==> config.mk <==
export PLATFORM = sky130hd
export DESIGN_NAME = bir_blend
export DESIGN_NICKNAME = d
export VERILOG_FILES = /design/src/rtl/core/bilinear_image_rotate_macros.svh /design/src/rtl/core/bir_pkg.sv /design/src/rtl/core/bir_blend.sv
export SDC_FILE = /design/constraint.sdc
export NUM_CORES = 1
export LEC_CHECK = 0
export BUFFER_PORTS_ARGS = -buffer_cell sky130_fd_sc_hd__buf_4
export CAP_MARGIN = 25
export CORE_ASPECT_RATIO = 1.2
export CORE_MARGIN = 2
export CORE_UTILIZATION = 40
export CTS_CLUSTER_SIZE = 8
export DETAILED_ROUTE_END_ITERATION = 16
export GPL_ROUTABILITY_DRIVEN = 0
export PLACE_DENSITY = 0.58
export SLEW_MARGIN = 20
export SYNTH_ARGS = -nofsm -noshare
export SYNTH_HDL_FRONTEND = slang
export SYNTH_SLANG_ARGS = --single-unit
==> constraint.sdc <==
create_clock -name clk_i -period 8.15 [get_ports clk_i]
set_input_delay 0.4075 -clock clk_i [delete_from_list [all_inputs] [get_ports clk_i]]
set_output_delay 0.4075 -clock clk_i [all_outputs]
set_load 0.05 [all_outputs]
==> src/rtl/core/bilinear_image_rotate_macros.svh <==
// ----------------------------------------------------------------------------
// Assertion macros for the bilinear image rotate block
// Shared concurrent assertion forms, clocked on clk_i, off during reset.
// ----------------------------------------------------------------------------
`ifndef BILINEAR_IMAGE_ROTATE_MACROS_SVH
`define BILINEAR_IMAGE_ROTATE_MACROS_SVH

// same-cycle implication
`define BIR_ASSERT_IMPLIES(lbl, ante, cons) \
  lbl: assert property (@(posedge clk_i) disable iff (!rst_ni) (ante) |-> (cons)) \
    else $error("bilinear_image_rotate: assertion failed");

// next-cycle implication
`define BIR_ASSERT_NEXT(lbl, ante, cons) \
  lbl: assert property (@(posedge clk_i) disable iff (!rst_ni) (ante) |=> (cons)) \
    else $error("bilinear_image_rotate: assertion failed");

`endif

==> src/rtl/core/bir_pkg.sv <==
// ----------------------------------------------------------------------------
// bir_pkg
// Types and constants shared by the bilinear image rotate block.
// ----------------------------------------------------------------------------
package bir_pkg;

  typedef enum logic {
    OP_WRITE = 1'b0,
    OP_READ  = 1'b1
  } op_e;

  typedef enum logic [2:0] {
    REG_IMAGE_WIDTH  = 3'd0,
    REG_IMAGE_HEIGHT = 3'd1,
    REG_COLOR_MODE   = 3'd2,
    REG_CENTER_X     = 3'd3,
    REG_CENTER_Y     = 3'd4,
    REG_COS          = 3'd5,
    REG_SIN          = 3'd6
  } reg_idx_e;

  localparam int XP_W   = 31;  // source point, 2^-18 pixel units
  localparam int PROD_W = 29;  // 13b offset times 16b factor
  localparam int X0_W   = 13;  // integer part of source point
  localparam int WGT_W  = 17;  // product of two 9-bit weights
  localparam int ACC_W  = 25;
  localparam logic [1:0] CREDITS = 2'd2;  // output register plus skid

  typedef struct packed {
    op_e                      op;
    logic [7:0]               px;
    logic [7:0]               py;
    logic [23:0]              rgb;
    logic signed [X0_W-1:0]   x0;
    logic signed [X0_W-1:0]   y0;
    logic [7:0]               bx;
    logic [7:0]               by;
  } item_t;

  typedef struct packed {
    logic             first;
    logic             last;
    logic             in_img;
    logic [WGT_W-1:0] wgt;
  } beat_t;

endpackage

==> src/rtl/core/bir_blend.sv <==
// ----------------------------------------------------------------------------
// bir_blend
// Weighted accumulate of the four neighbors, rounding, output register+skid.
// ----------------------------------------------------------------------------
module bir_blend (
  input  logic           clk_i,
  input  logic           rst_ni,
  input  logic           beat_valid_i,
  input  bir_pkg::beat_t beat_i,
  input  logic [23:0]    rdata_i,
  input  logic           color_mode_i,
  output logic           out_valid_o,
  input  logic           out_stall_i,
  output logic [7:0]     out_red_o,
  output logic [7:0]     out_green_o,
  output logic [7:0]     out_blue_o
);

  logic [bir_pkg::ACC_W-1:0] acc_q [3];
  logic [bir_pkg::ACC_W-1:0] sum [3];
  logic [bir_pkg::ACC_W-1:0] rnd [3];
  logic [23:0] pix, res;
  logic        done, pop;
  logic        out_valid_q, out_valid_d, skid_valid_q, skid_valid_d;
  logic [23:0] out_q, out_d, skid_q, skid_d;

  assign pix  = beat_i.in_img ? rdata_i : 24'd0;
  assign done = beat_valid_i && beat_i.last;
  assign pop  = out_valid_q && !out_stall_i;

  always_comb begin
    for (int ch = 0; ch < 3; ch++) begin
      sum[ch] = (beat_i.first ? '0 : acc_q[ch]) + beat_i.wgt * pix[8*ch +: 8];
      rnd[ch] = sum[ch] + bir_pkg::ACC_W'(32768);
    end
    res[7:0]   = rnd[0][23:16];
    res[15:8]  = color_mode_i ? rnd[1][23:16] : 8'd0;
    res[23:16] = color_mode_i ? rnd[2][23:16] : 8'd0;
  end

  always_ff @(posedge clk_i) begin
    if (beat_valid_i) begin
      for (int ch = 0; ch < 3; ch++) begin
        acc_q[ch] <= sum[ch];
      end
    end
  end

  // skid keeps the newer result; upstream credits keep it from overflowing
  always_comb begin
    out_valid_d  = out_valid_q;
    out_d        = out_q;
    skid_valid_d = skid_valid_q;
    skid_d       = skid_q;
    if (!out_valid_q || pop) begin
      if (skid_valid_q) begin
        out_valid_d  = 1'b1;
        out_d        = skid_q;
        skid_valid_d = done;
        skid_d       = res;
      end else begin
        out_valid_d = done;
        out_d       = res;
      end
    end else if (done) begin
      skid_valid_d = 1'b1;
      skid_d       = res;
    end
  end

  always_ff @(posedge clk_i or negedge rst_ni) begin
    if (!rst_ni) begin
      out_valid_q  <= 1'b0;
      skid_valid_q <= 1'b0;
    end else begin
      out_valid_q  <= out_valid_d;
      skid_valid_q <= skid_valid_d;
    end
  end

  always_ff @(posedge clk_i) begin
    out_q  <= out_d;
    skid_q <= skid_d;
  end

  assign out_valid_o = out_valid_q;
  assign out_red_o   = out_q[7:0];
  assign out_green_o = out_q[15:8];
  assign out_blue_o  = out_q[23:16];

endmodule

# After elaboration in Yosys (flattened, before gate mapping)
# Memories as Yosys holds them, arrays and structs flattened.
# Cells that the tools add are included.
[totals]
reg_bits = 50
latch_bits = 0
mem_bits_rw = 75
mem_bits_ro = 0
in_bits = 49
out_inout_bits = 25
wordCells = 38
memories = 1
[op_classes]
addsub = 6
n_mul = 3
div_mod_pow = 0
n_lt_le_gt_ge = 0
n_eq_ne = 1
shifts = 0
n_mux = 16
bitwise = 0
reduce_logical = 7
[memory_table]
columns = ["name", "depth", "width", "rd", "rd_clocked_by_memory_dff", "wr", "line_no", "source"]
rows = [
  ["acc_q", 3, 25, 3, 0, 3, "bir_blend.sv:19", "logic [bir_pkg::ACC_W-1:0] acc_q [3];"],
]
[ops]
columns = ["operator", "n"]
rows = [
  ["2-to-1 mux 24 bit", 5],
  ["adder 25 bit", 3],
  ["multiplier 17 x 8 -> 25 bit", 3],
  ["2-to-1 mux 25 bit", 3],
  ["adder 24 x 16 -> 24 bit, second input constant", 3],
  ["2-to-1 mux 8 bit", 2],
  ["2-to-1 mux 1 bit", 6],
  ["logical AND 1 bit", 2],
  ["zero test 1 bit", 2],
  ["!= test 2 bit, second input constant", 1],
  ["AND reduction 2 bit", 1],
  ["nonzero test 2 bit", 1],
  ["logical OR 1 bit", 1],
]

# Depth between registers and ports, before layout
[logic_depth]
depth_word = 7
mapped_depth = 25
ltp_nobuf = 22

# Worst setup path before layout
# No wires, ideal clock.
[synth_timing]
kind = "in2reg"
start = "input port beat_i[17] (netlist name)"
end = "register out_q[22], data pin"
setup_time_ns = 0.265
arrival_time_ns = 5.920
required_time_ns = 7.885
path_slack_ns = 1.965
cell_stages = 22
cell_sequence = "clkbuf_1 clkbuf_1 clkbuf_1 clkbuf_1 nand3_1 fa_1 inv_1 fa_1 inv_1 fa_1 fa_1 inv_1 ha_1 buf_6 a211o_1 a2111oi_0 o32a_1 nand2_1 xor2_1 nor3b_1 a21oi_1 or3_1"
[synth_rtl]
columns = ["element", "line_no", "source"]
rows = [
  ["from (decl)", "bir_blend.sv:9", "input bir_pkg::beat_t beat_i,"],
  ["to (signal assigned)", "bir_blend.sv:82", "out_q <= out_d;"],
  ["to (decl)", "bir_blend.sv:25", "logic [23:0] out_q, out_d, skid_q, skid_d;"],
]

==> impl_results.md <==
* Relative slew slack at 37.47%
* Gr busiest metal: met2
* Post-Place Setup Slack at 1.135 ns
* Number of global-route vias before repair at 16.22k
* Synth async-reset ratio at 1.639%
* Min-delay src: beat_i[18]
* Max-Cap Viols at 0
* First-pass GRT wire length at 86,550 µm
* Max IR drop VDD at 0.2553 mV
* Hold_ws at 0.2049 ns
* Combinational power share at 72.7%
* Final Core Density at 43.51%
* Slew of the pin with the lowest slew margin at 0.9143 ns
* Routed wire length at 51,400 µm
* Reg2reg setup slack at 2.35 ns
* Num CTS Buffers at 17
* Area of the multi-input gates at 0.01453 mm²
* Initial Util at 40.50%
* Synth-to-Final Area Change at 7.450%
* Final clock skew at 0.01283 ns
* Mapped Cells at 2,168
* Initial antenna violation count at 1
* Fin. Hold Viols at 0
* DP HPWL at 38,490 µm
* Multiplexer share of the synthesized area at 0.7075%
* Area leader, netlist: fa_1
* Total GRT Usage at 20.79%
* CP Capture Type: flop
* Reg clk slew, reported paths at 0.06 ns
* Final worst slack at 1.461 ns
* Cell leakage power at 11.05 nW
* Routed len/inst at 18.34 µm
* Xor and xnor area share after synthesis at 2.971%
* Clock Power Share at 10.2%
* Routing usage on met2 at 36.67%
* R2R depth at 16
* Cell Area, Synth at 0.02034 mm²
* CP Data Required Time at 8.37 ns
* Pwr dens at 362.8 mW/mm²
* GR Layer Usage met1 at 27.14%
* Seq pwr share at 17.1%
* Final setup fails at 0
* Crit path from: beat_i[17]
* Crit-path max FO at 136
* CORE AREA at 0.05022 mm²
* Worst EP arrival at 6.91 ns
* Adder-Cell Fraction of Synth Area at 40.82%
* Final Cell Area at 0.02185 mm²
* Tcrit/Tclk final at 82.07%
* Main synth FF type: edfxtp_1
* DP Area at 0.02125 mm²
* Fillers at 4,923
* Sequential area share after synthesis at 17.96%
* Vias/cell at 5.430
* Net Sw Frac at 50.02%
* Die Wd at 209.8 µm
* GR Util met3 at 1.986%
* CTS tree: built
* H-tree depth at 4
* # port buffers at 73
* Worst Hold Path EP: out_valid_o
* Die Ht at 251.0 µm
* FF/Latch Area at 0.003654 mm²
* ANT nets after route at 0
* DRT Pass-1 Iters at 5
* DRC Markers at 0
* Post-synth EDFFs at 120
* Internal power at 3.963 mW
* Main combinational cell family by area after synthesis: adder cells
* Final Power at 7.928 mW
* # IOs at 74
* Sw Pwr at 3.965 mW
* Syn. warnings at 0
* Max Fclk at 0.1495 GHz
* Largest net degree at the start of global routing at 137
* Syn Area/Cell at 9.381 µm²
* Die area at 0.05267 mm²
* Critical path class: input port to flop
* Hold Crit Class: input port to flop
* Post-synth cell types at 80
* Overflow after GRT at 0
* R2r startpoint: acc_q[0][65]
* Synth Area in Compound Gates at 7.764%
* Number of DRC markers in iteration 0 at 988
* Placed cell count at 2,768
* Clk_lat worst skew at 0.47 ns
* Startpoint Class: input port
* Fraction of layout cells with a size suffix above 1 at 6.772%
* Max-slew violations at 0
* Row cnt at 90
* RSZ-0062 raised after global routing: no
* Root Buffer Master: clkbuf_16
* Final nets at 2,655
* Max clock buf depth at 2
* Top post-synthesis cells by area: fa_1 33%, edfxtp_1 18%, inv_1 8.1%
* Synth Register Bits at 122
* Syn nets at 2,679
* Setup bufs post-CTS at 0
* Status: finished, final reports clean
* Clock sink total at 122
* Tmin final at 6.689 ns
* Simple-gate share of the synthesized area at 19.17%
* Final cell count without fillers at 2,802
* Hold path cells at 3
* Setup_tns at 0 ns
* Top cell type's share of synthesized area at 33.07%
* Worst R2R End: out_q[20]
* Via count at 15.22k
[kinds of logic after synthesis]
| family | count (synthesis) |
|---|---|
| mux | 13 |
| simple gates | 708 |
| buf+inv | 566 |
| xor+xnor | 69 |
| flops | 122 |
| compound gates | 228 |
| fa+ha+maj | 462 |
[worst max-delay path, stage by stage]
cell,delay (ns)
buf_6,0.51
buf_4,0.71
and2_1,0.37
nand2_1,0.11
fa_1,0.47
fa_1,0.52
fa_1,0.44
fa_1,0.50
inv_1,0.04
ha_1,0.40
nand3_1,0.21
a211o_1,0.31
a31oi_1,0.33
nor2_1,0.11
xnor2_1,0.45
ha_1,0.29
and4_1,0.26
xnor2_1,0.10
mux2_2,0.28
[registers in the layout, indices dropped and copies added, names as in the netlist]
| signal | flops |
|---|---|
| acc_q | 72 |
| out_q | 24 |
| skid_q | 24 |
| out_valid_o | 1 |
| skid_valid_q | 1 |
[cells in the final DEF (no fill, tap or decap), types with 31 or more instances in the layout]
master,instances
a21oi_1,58
and3_1,262
buf_4,79
edfxtp_1,120
fa_1,336
ha_1,126
inv_1,441
nand2_1,163
nand2b_1,62
nand3_1,65
nor2_1,47
o21ai_0,31
xnor2_1,53
[power by group through the flow]
stage	sequential (mW)	clock, mW	combinational [mW]
2_1_floorplan	1.55	0	4.16
3_3_place_gp	1.36	0	5.63
3_5_place_dp	1.37	0	5.71
4_1_cts	1.36	0.835	5.76
5_1_grt	1.38	0.853	6.49
6_report	1.35	0.808	5.77
[how the worst max path moves through the flow]
stage                endpoint  cells past startpoint  slack, ns
floorplan           out_q[22]                     22       1.96
global placement    out_q[20]                     19       1.27
detailed placement   out_q[5]                     19       1.13
CTS                  out_q[5]                     19       1.61
global route         out_q[5]                     19       1.02
finish               out_q[5]                     19       1.46
[Yosys cell counts, types with 4 or more instances]
library cell and count:
inv_1 441, nor3_1 10, and2_1 25, nand4_1 8, o21a_1 11, a211oi_1 10, or4_1 5, clkbuf_1 114
nor3b_1 5, fa_1 336, nor4_1 4, edfxtp_1 120, ha_1 126, or3_1 6, o21ai_0 31, xor2_1 16
a211o_1 7, o211ai_1 18, a31oi_1 10, buf_2 5, a2111oi_0 5, and3_1 262, a311oi_1 4, mux2_2 11
and4_1 6, a21oi_1 58, nand3_1 65, o21ai_1 4, nor2_1 47, xnor2_1 53, nand2_1 163, o31ai_1 7
a21o_1 21, nor2b_1 24, nand2b_1 62
[final cells by class]
class                           count  area share [%]
Antenna cell                        2         0.02290
Sequential cell                   122           16.72
Multi-Input combinational cell   1480           66.48
Timing Repair Buffer               81           2.811
Clock buffer                       17           1.947
Tap cell                          644           3.687
Inverter                          442           7.592
Clock inverter                     14          0.7386
[layer usage]
metal  part of all wire (%)  up-vias
met4                    1.8        0
met3                    3.6       43
met2                     52      312
li1                       -     6958
met1                     43     7902
met5                      0        -
[timing repair]
item,in CTS,in global routing
setup endpoints to repair,0,0
endpoints found under the hold margin,2,0
hold buffers,1,0
resized for setup,0,0
(Power assumes the default switching activity.)
