`src/rtl/core/bilinear_image_rotate_macros.svh`:
```
// ----------------------------------------------------------------------------
// Assertion macros for the bilinear image rotate block
// Shared concurrent assertion forms, clocked on clk_i, off during reset.
// ----------------------------------------------------------------------------
`ifndef BILINEAR_IMAGE_ROTATE_MACROS_SVH
`define BILINEAR_IMAGE_ROTATE_MACROS_SVH

// same-cycle implication
`define BIR_ASSERT_IMPLIES(lbl, ante, cons) \
  lbl: assert property (@(posedge clk_i) disable iff (!rst_ni) (ante) |-> (cons)) \
    else $error("bilinear_image_rotate: assertion failed");

// next-cycle implication
`define BIR_ASSERT_NEXT(lbl, ante, cons) \
  lbl: assert property (@(posedge clk_i) disable iff (!rst_ni) (ante) |=> (cons)) \
    else $error("bilinear_image_rotate: assertion failed");

`endif

```
`src/rtl/core/bir_pkg.sv`:
```
// ----------------------------------------------------------------------------
// bir_pkg
// Types and constants shared by the bilinear image rotate block.
// ----------------------------------------------------------------------------
package bir_pkg;

  typedef enum logic {
    OP_WRITE = 1'b0,
    OP_READ  = 1'b1
  } op_e;

  typedef enum logic [2:0] {
    REG_IMAGE_WIDTH  = 3'd0,
    REG_IMAGE_HEIGHT = 3'd1,
    REG_COLOR_MODE   = 3'd2,
    REG_CENTER_X     = 3'd3,
    REG_CENTER_Y     = 3'd4,
    REG_COS          = 3'd5,
    REG_SIN          = 3'd6
  } reg_idx_e;

  localparam int XP_W   = 31;  // source point, 2^-18 pixel units
  localparam int PROD_W = 29;  // 13b offset times 16b factor
  localparam int X0_W   = 13;  // integer part of source point
  localparam int WGT_W  = 17;  // product of two 9-bit weights
  localparam int ACC_W  = 25;
  localparam logic [1:0] CREDITS = 2'd2;  // output register plus skid

  typedef struct packed {
    op_e                      op;
    logic [7:0]               px;
    logic [7:0]               py;
    logic [23:0]              rgb;
    logic signed [X0_W-1:0]   x0;
    logic signed [X0_W-1:0]   y0;
    logic [7:0]               bx;
    logic [7:0]               by;
  } item_t;

  typedef struct packed {
    logic             first;
    logic             last;
    logic             in_img;
    logic [WGT_W-1:0] wgt;
  } beat_t;

endpackage

```
`src/rtl/core/bir_map.sv`:
```
// ----------------------------------------------------------------------------
// bir_map
// Two-stage coordinate mapping: offset products, then sum and floor split.
// ----------------------------------------------------------------------------
module bir_map (
  input  logic                clk_i,
  input  logic                rst_ni,
  input  logic                in_valid_i,
  output logic                in_stall_o,
  input  logic                op_i,
  input  logic [7:0]          pixel_x_i,
  input  logic [7:0]          pixel_y_i,
  input  logic [23:0]         rgb_i,
  input  logic                color_mode_i,
  input  logic [11:0]         center_x_i,
  input  logic [11:0]         center_y_i,
  input  logic signed [15:0]  cos_i,
  input  logic signed [15:0]  sin_i,
  output logic                item_valid_o,
  output bir_pkg::item_t      item_o,
  input  logic                take_i
);

  logic s1_valid_q, s1_valid_d;
  logic s2_valid_q, s2_valid_d;
  logic s1_free, s2_free, s1_move, accept;

  bir_pkg::op_e s1_op_q;
  logic [7:0]   s1_px_q, s1_py_q;
  logic [23:0]  s1_rgb_q;
  logic signed [bir_pkg::PROD_W-1:0] s1_xc_q, s1_ys_q, s1_xs_q, s1_yc_q;
  logic signed [bir_pkg::PROD_W-1:0] xc_d, ys_d, xs_d, yc_d;
  logic signed [12:0] dx, dy;
  logic signed [bir_pkg::XP_W-1:0] xp, yp, cxs, cys;
  bir_pkg::item_t item_q, item_d;

  assign s2_free    = !s2_valid_q || take_i;
  assign s1_move    = s1_valid_q && s2_free;
  assign s1_free    = !s1_valid_q || s1_move;
  assign in_stall_o = !s1_free;
  assign accept     = in_valid_i && s1_free;

  assign dx   = $signed({1'b0, pixel_x_i, 4'b0000}) - $signed({1'b0, center_x_i});
  assign dy   = $signed({1'b0, pixel_y_i, 4'b0000}) - $signed({1'b0, center_y_i});
  assign xc_d = dx * cos_i;
  assign ys_d = dy * sin_i;
  assign xs_d = dx * sin_i;
  assign yc_d = dy * cos_i;

  assign cxs = $signed({5'b00000, center_x_i, 14'd0});
  assign cys = $signed({5'b00000, center_y_i, 14'd0});
  assign xp  = cxs + bir_pkg::XP_W'(s1_xc_q) - bir_pkg::XP_W'(s1_ys_q);
  assign yp  = cys + bir_pkg::XP_W'(s1_xs_q) + bir_pkg::XP_W'(s1_yc_q);

  always_comb begin
    item_d     = item_q;
    item_d.op  = s1_op_q;
    item_d.px  = s1_px_q;
    item_d.py  = s1_py_q;
    item_d.rgb = s1_rgb_q;
    // two's complement top bits are the floor
    item_d.x0  = xp[bir_pkg::XP_W-1:18];
    item_d.y0  = yp[bir_pkg::XP_W-1:18];
    item_d.bx  = xp[17:10];
    item_d.by  = yp[17:10];
  end

  always_comb begin
    s1_valid_d = s1_valid_q;
    if (accept) begin
      s1_valid_d = 1'b1;
    end else if (s1_move) begin
      s1_valid_d = 1'b0;
    end
    s2_valid_d = s2_valid_q;
    if (s1_move) begin
      s2_valid_d = 1'b1;
    end else if (take_i) begin
      s2_valid_d = 1'b0;
    end
  end

  always_ff @(posedge clk_i or negedge rst_ni) begin
    if (!rst_ni) begin
      s1_valid_q <= 1'b0;
      s2_valid_q <= 1'b0;
    end else begin
      s1_valid_q <= s1_valid_d;
      s2_valid_q <= s2_valid_d;
    end
  end

  always_ff @(posedge clk_i) begin
    if (accept) begin
      s1_op_q  <= bir_pkg::op_e'(op_i);
      s1_px_q  <= pixel_x_i;
      s1_py_q  <= pixel_y_i;
      s1_rgb_q <= color_mode_i ? rgb_i : {16'd0, rgb_i[7:0]};
      s1_xc_q  <= xc_d;
      s1_ys_q  <= ys_d;
      s1_xs_q  <= xs_d;
      s1_yc_q  <= yc_d;
    end
    if (s1_move) begin
      item_q <= item_d;
    end
  end

  assign item_valid_o = s2_valid_q;
  assign item_o       = item_q;

endmodule

```
`config.mk`:
```
export PLATFORM = sky130hd
export DESIGN_NAME = bir_map
export DESIGN_NICKNAME = d
export VERILOG_FILES = /design/src/rtl/core/bilinear_image_rotate_macros.svh /design/src/rtl/core/bir_pkg.sv /design/src/rtl/core/bir_map.sv
export SDC_FILE = /design/constraint.sdc
export NUM_CORES = 2
export LEC_CHECK = 0
export ABC_AREA = 1
export BUFFER_PORTS_ARGS = -buffer_cell sky130_fd_sc_hd__buf_2
export CORE_MARGIN = 8
export CORE_UTILIZATION = 41
export CTS_BUF_LIST = sky130_fd_sc_hd__clkbuf_4 sky130_fd_sc_hd__clkbuf_8
export DETAILED_ROUTE_END_ITERATION = 16
export GPL_TIMING_DRIVEN = 0
export HOLD_SLACK_MARGIN = 0.15
export PLACE_DENSITY = 0.66
export SLEW_MARGIN = 25
export SYNTH_ARGS = -nofsm -noshare
export SYNTH_HDL_FRONTEND = slang
export SYNTH_SLANG_ARGS = --single-unit
```
`constraint.sdc`:
```
create_clock -name clk_i -period 7.1 [get_ports clk_i]
set_input_delay 1.42 -clock clk_i [delete_from_list [all_inputs] [get_ports clk_i]]
set_output_delay 1.42 -clock clk_i [all_outputs]
set_load 0.01 [all_outputs]
```
# Word-level counts from Yosys, hierarchy flattened
# Index checks and enable logic that the tools add are counted.
[word_totals]
register_bits = 242
elab_cells = 42
[op_classes]
add_sub_neg = 6
mul = 4
n_mux = 4
n_reduce_logical = 9
[ops]
columns = ["operator", "count"]
rows = [
  ["13-bit by 16-bit multiplier with 29-bit output", 4],
  ["27-bit by 29-bit adder with 30-bit output", 2],
  ["30-bit by 29-bit adder with 31-bit output", 1],
  ["30-bit by 29-bit subtractor with 31-bit output", 1],
  ["12-bit by 12-bit subtractor with 13-bit output", 2],
  ["1-bit 2-to-1 mux", 4],
  ["2-bit nonzero test", 2],
  ["1-bit zero test", 3],
  ["1-bit logical AND", 2],
  ["1-bit logical OR", 2],
]

# Longest topological paths before layout
[logic_depth]
depth_word = 6
mapped_depth = 37
mapped_depth_nobuf = 35

# Worst setup path before layout
# OpenSTA, ideal clock, no wires.
[synth_path]
path_kind = "input -> register"
start = "input port center_x_i[6]"
end = "register s1_xc_q[28] (netlist name) (data pin)"
t_arrival_ns = 6.850
required_ns = 6.844
setup_slack_ns = -0.006
cell_stages = 29
n_path_buf = 1
cell_sequence = "inv_1 > ha_1 > a21oi_1 > o21ai_1 > a21oi_1 > or2_1 > nand2_2 > inv_2 > buf_6 > nand2_1 > fa_1 > fa_1 > inv_1 > fa_1 > fa_1 > fa_1 > inv_1 > fa_1 > inv_1 > ha_1 > nand2_1 > nor2_1 > nand2_1 > nor3b_1 > nand2_1 > inv_1 > nor2_1 > nand2_1 > nand2_1"
[synth_between]
elab_chain_cells = 2
[synth_rtl]
columns = ["element", "line_no", "text"]
rows = [
  ["start, declared", "bir_map.sv:15", "input logic [11:0] center_x_i,"],
  ["12-bit by 12-bit subtractor with 13-bit output", "bir_map.sv:43", "assign dx = $signed({1'b0, pixel_x_i, 4'b0000}) - $signed({1'b0, center_x_i});"],
  ["13-bit by 16-bit multiplier with 29-bit output", "bir_map.sv:45", "assign xc_d = dx * cos_i;"],
  ["net xc_d, one bit", "bir_map.sv:32", "logic signed [bir_pkg::PROD_W-1:0] xc_d, ys_d, xs_d, yc_d;"],
  ["end signal, assigned", "bir_map.sv:99", "s1_xc_q <= xc_d;"],
  ["end, declared", "bir_map.sv:31", "logic signed [bir_pkg::PROD_W-1:0] s1_xc_q, s1_ys_q, s1_xs_q, s1_yc_q;"],
]
# The timed path passes the listed nets, and every way through them passes these cells.
# A chain may end at the register's enable or synchronous reset.

# Worst setup path after layout
[layout_path]
start = "input port sin_i[12]"
end = "register s1_xs_q[23] (netlist name) (data pin)"
[layout_between]
elab_chain_cells = 1
[layout_rtl]
columns = ["element", "line_no", "text"]
rows = [
  ["start, declared", "bir_map.sv:18", "input logic signed [15:0] sin_i,"],
  ["13-bit by 16-bit multiplier with 29-bit output", "bir_map.sv:47", "assign xs_d = dx * sin_i;"],
  ["net xs_d, one bit", "bir_map.sv:32", ""],
  ["end signal, assigned", "bir_map.sv:101", "s1_xs_q <= xs_d;"],
  ["end, declared", "bir_map.sv:31", ""],
]
# The timed path passes the listed nets, and every way through them passes these cells.

==> flow_summary_export.csv <==
group,metric,value,unit
die,die-width,348,microns
global_routing,grt_antenna_before_repair,14,
clocking,htree_levels,2,
worst_setup_path,endpoint_kind,"flop",
worst_setup_path,cp_cell_sequence,"clkbuf_1 > clkinv_1 > nor2_1 > fa_1 > fa_1 > fa_1 > fa_1 > inv_1 > fa_1 > inv_1 > ha_1 > ha_4 > nand2_1 > nor2_1 > and2_1 > nand4_1 > nand4_1 > nand2_1",
yosys,synth_edf_count,240,
worst_setup_path,crit_required,7.46,ns
cells_and_area,drive_above_1_share,0.130,
worst_setup_path,cp-start-kind,"input pin",
status,status,"completed",
yosys,postSynthAreaPerCell,8.41,sq um
global_routing,grt_pass1_vias,37900,
worst_setup_path,cp_top_family,"adder cells",
yosys,synth_cell_types,50,
die,row_count,121,
die,ios,187,
clocking,path_clk_slew,0.06,ns
sta,rsz0062_at_grt,"true",
worst_setup_path,slowest_delay,0.84,ns
sta,hold_violations,0,
yosys,synth_area_leaders,"fa_1, edfxtp_1, ha_1",
yosys,netlist_top_cells_count,"nand2_1, inv_1, fa_1, nor2_1, ha_1",
drt,vias,37600,
sta,setup_ws,0.0638,ns
hold_path,worstHoldPathType,"flop to flop",
die,die_area,121000,sq um
drt,drc,0,
drt,drt-total-wl,151000,microns
job,cap_violations,0,
sta,worstMarginPinSlew,1.18,ns
yosys,async_flop_share,0.00826,
worst_setup_path,cpMaxStageDelayCell,"clkbuf_1",
global_routing,use_met3,0.0725,
sta,setup_viol,0,
cells_and_area,finalNonFillerCells,7131,
yosys,synth-seq-cells,242,
clocking,numCtsBuffers,42,
global_routing,grtUsageTotal,0.244,
global_routing,use_met2,0.377,
cells_and_area,seqCellArea,7260,sq um
drt,ant_nets,0,
cells_and_area,fill_cells,10700,
global_routing,grt_remaining_overflow,0,
yosys,synthCells,5358,
clocking,clk_latency,0.62,ns
global_routing,grt_max_degree,84,
clocking,cts_hold_buf,0,
worst_setup_path,critPathKind,"input pin to flop",
sta,slew_violations,0,
sta,fin_worst_skew,0.0202,ns
drt,dr.pass1.iters,9,
yosys,yosysTopAreaCell,"fa_1",
place,post-place-ws,-1.74,ns
worst_setup_path,worstPathArrival,7.39,ns
global_routing,grt_pass1_wl,224000,microns
worst_setup_path,critPathMaxFanout,10,
worst_setup_path,cp_common_cell,"fa_1",
sta,slew_headroom,0.211,
die,start_util,0.414,
cells_and_area,nNetsFinal,6991,
yosys,synth-warning-count,0,
global_routing,met1_usage,0.325,
place,dp_hpwl,123000,microns
clocking,cts_tree,"done",
clocking,clock-root-buffer,"clkbuf_8",
sta,period_share,0.991,
place,port_buffers,174,
place,place.gp.congestion,1.01,
global_routing,grt_most_used_layer,"met2",
yosys,synth_most_common_cell,"nand2_1",
clocking,cts_sinks,242,
sta,period_needed,7.04,ns
drt,vias_per_cell,5.28,
drt,drt-initial-drc-count,3468,
drt,routedWlPerCell,21.1,microns
place,place_inst,6951,
die,die_y,348,microns
cells_and_area,multiInputGateArea,34200,sq um
die,core_region_area,109000,sq um
yosys,ys_seq_area_frac,0.161,
yosys,syn-cell-area,45100,sq um
cells_and_area,area_growth,14.7,%
worst_setup_path,path_buf_inv,4,
sta,hold_slack,0.413,ns
sta,fmax,142,MHz
yosys,synth_top_area_frac,0.357,
yosys,synthFlopType,"edfxtp_1",
clocking,clk_path_buf_depth,3,
yosys,synth_nets,6664,
cells_and_area,fin_util,0.475,
-- metal layers --
metal / vias to the layer above / part of all wire
li1: 16900 / -
met1: 18700 / 0.41
met2: 1589 / 0.44
met3: 367 / 0.11
met4: 10 / 0.042
met5: - / 0.0012
-- cell usage in the layout, fill, tap and decap left out, types with 9 or more instances in the layout --
| cell | count |
|---|---|
| clkbuf_1 | 66 |
| buf_2 | 173 |
| nor3_2 | 10 |
| a21oi_1 | 154 |
| nand2_4 | 23 |
| edfxtp_1 | 240 |
| inv_2 | 23 |
| xor2_1 | 68 |
| nand3_1 | 245 |
| a21oi_2 | 9 |
| nor2_4 | 17 |
| o21bai_1 | 23 |
| ha_2 | 14 |
| buf_6 | 26 |
| inv_1 | 1183 |
| clkbuf_4 | 17 |
| ha_4 | 48 |
| buf_4 | 100 |
| fa_2 | 20 |
| nand4_1 | 72 |
| ha_1 | 338 |
| clkinv_2 | 9 |
| clkinv_1 | 12 |
| nand2_1 | 1216 |
| fa_1 | 784 |
| nor2_1 | 419 |
| nand3_2 | 11 |
| buf_8 | 10 |
| buf_12 | 16 |
| clkbuf_8 | 43 |
| nand2_2 | 44 |
| nor2_2 | 30 |
| o21ai_0 | 52 |
| xnor2_1 | 21 |
| nand2_8 | 12 |
| o21ai_1 | 12 |
| nor3_1 | 18 |
-- state kept, by name (all words and copies together) (netlist names) --
register      count
s1_px_q           8
s1_rgb_q         24
s1_xc_q          29
item_o           83
s1_yc_q          29
s1_xs_q          29
s1_valid_q        1
s1_ys_q          29
s1_op_q           1
s1_py_q           8
item_valid_o      1
-- per-stage QoR --
stage / cell area (sq um) / TNS, ns
finish: 51700 / 0
global route: 51700 / -1.06
CTS: 49800 / 0
detailed placement: 47900 / -112.91
global placement: 47700 / -198.60
floorplan: 45100 / 0
-- worst register-to-register path, stage by stage, from the launching register on --
cell and delay, ns:
edfxtp_1 0.50, ha_1 0.33, ha_1 0.38, nand2_1 0.10, nor2_1 0.38, nand2_1 0.09, and2_1 0.14, nand2_1 0.28
nand2_1 0.12, nand3_1 0.09, nand2_1 0.07
-- cell type report --
class / count / area share
multi-input cells: 3754 / 0.662
flip-flops and latches: 242 / 0.140
inverters: 1226 / 0.0906
repair buffers: 286 / 0.0380
well taps: 1414 / 0.0342
plain buffers: 132 / 0.0180
clock buffers: 51 / 0.0126
clock inverters: 20 / 0.00375
diodes: 5 / 0.000242
repair inverters: 1 / 0.000169
-- path summary, 6_finish.rpt --
| check | start | endpoint | slack, ns | depth (start not counted) |
|---|---|---|---|---|
| setup / recovery | sin_i[12] | s1_xs_q[23]$_DFFE_PP_ | 0.06 | 18 |
| hold / removal | s1_px_q[7]$_DFFE_PP_ | item_o[81]$_DFFE_PP_ | 0.41 | 0 |
| hold reg to reg | s1_px_q[7]$_DFFE_PP_ | item_o[81]$_DFFE_PP_ | 0.41 | 0 |
| max in group asynchronous | rst_ni | item_valid_o$_DFFE_PN0P_ | 6.42 | 1 |
| setup reg to reg | s1_yc_q[10]$_DFFE_PP_ | item_o[16]$_DFFE_PP_ | 4.36 | 10 |
| min in group asynchronous | rst_ni | s1_valid_q$_DFFE_PN0P_ | 0.59 | 1 |
-- timing repair --
| item | in CTS | in global routing |
|---|---|---|
| cloned | 0 | 1 |
| endpoints found under the setup margin | 78 | 70 |
| gates resized for setup | 198 | 327 |
| pin swaps | 35 | 121 |
| buffers inserted | 39 | 68 |
-- kinds of logic (layout without fill, tap and decap cells) --
group / Yosys count / in the layout / synth area share
xor gates and xnor gates: 94 / 94 / 0.0183
adders and majority gates: 1204 / 1204 / 0.468
buffers and inverters: 1362 / 1716 / 0.118
AOI/OAI and AO/OA: 285 / 285 / 0.0344
and+or+nand+nor: 2171 / 2171 / 0.200
DFF: 242 / 242 / 0.161
other: 0 / 5 / 0
Power is left out: the tool's default activity adds up to more than one toggle a clock period on the data nets, which glitch-free logic cannot reach.
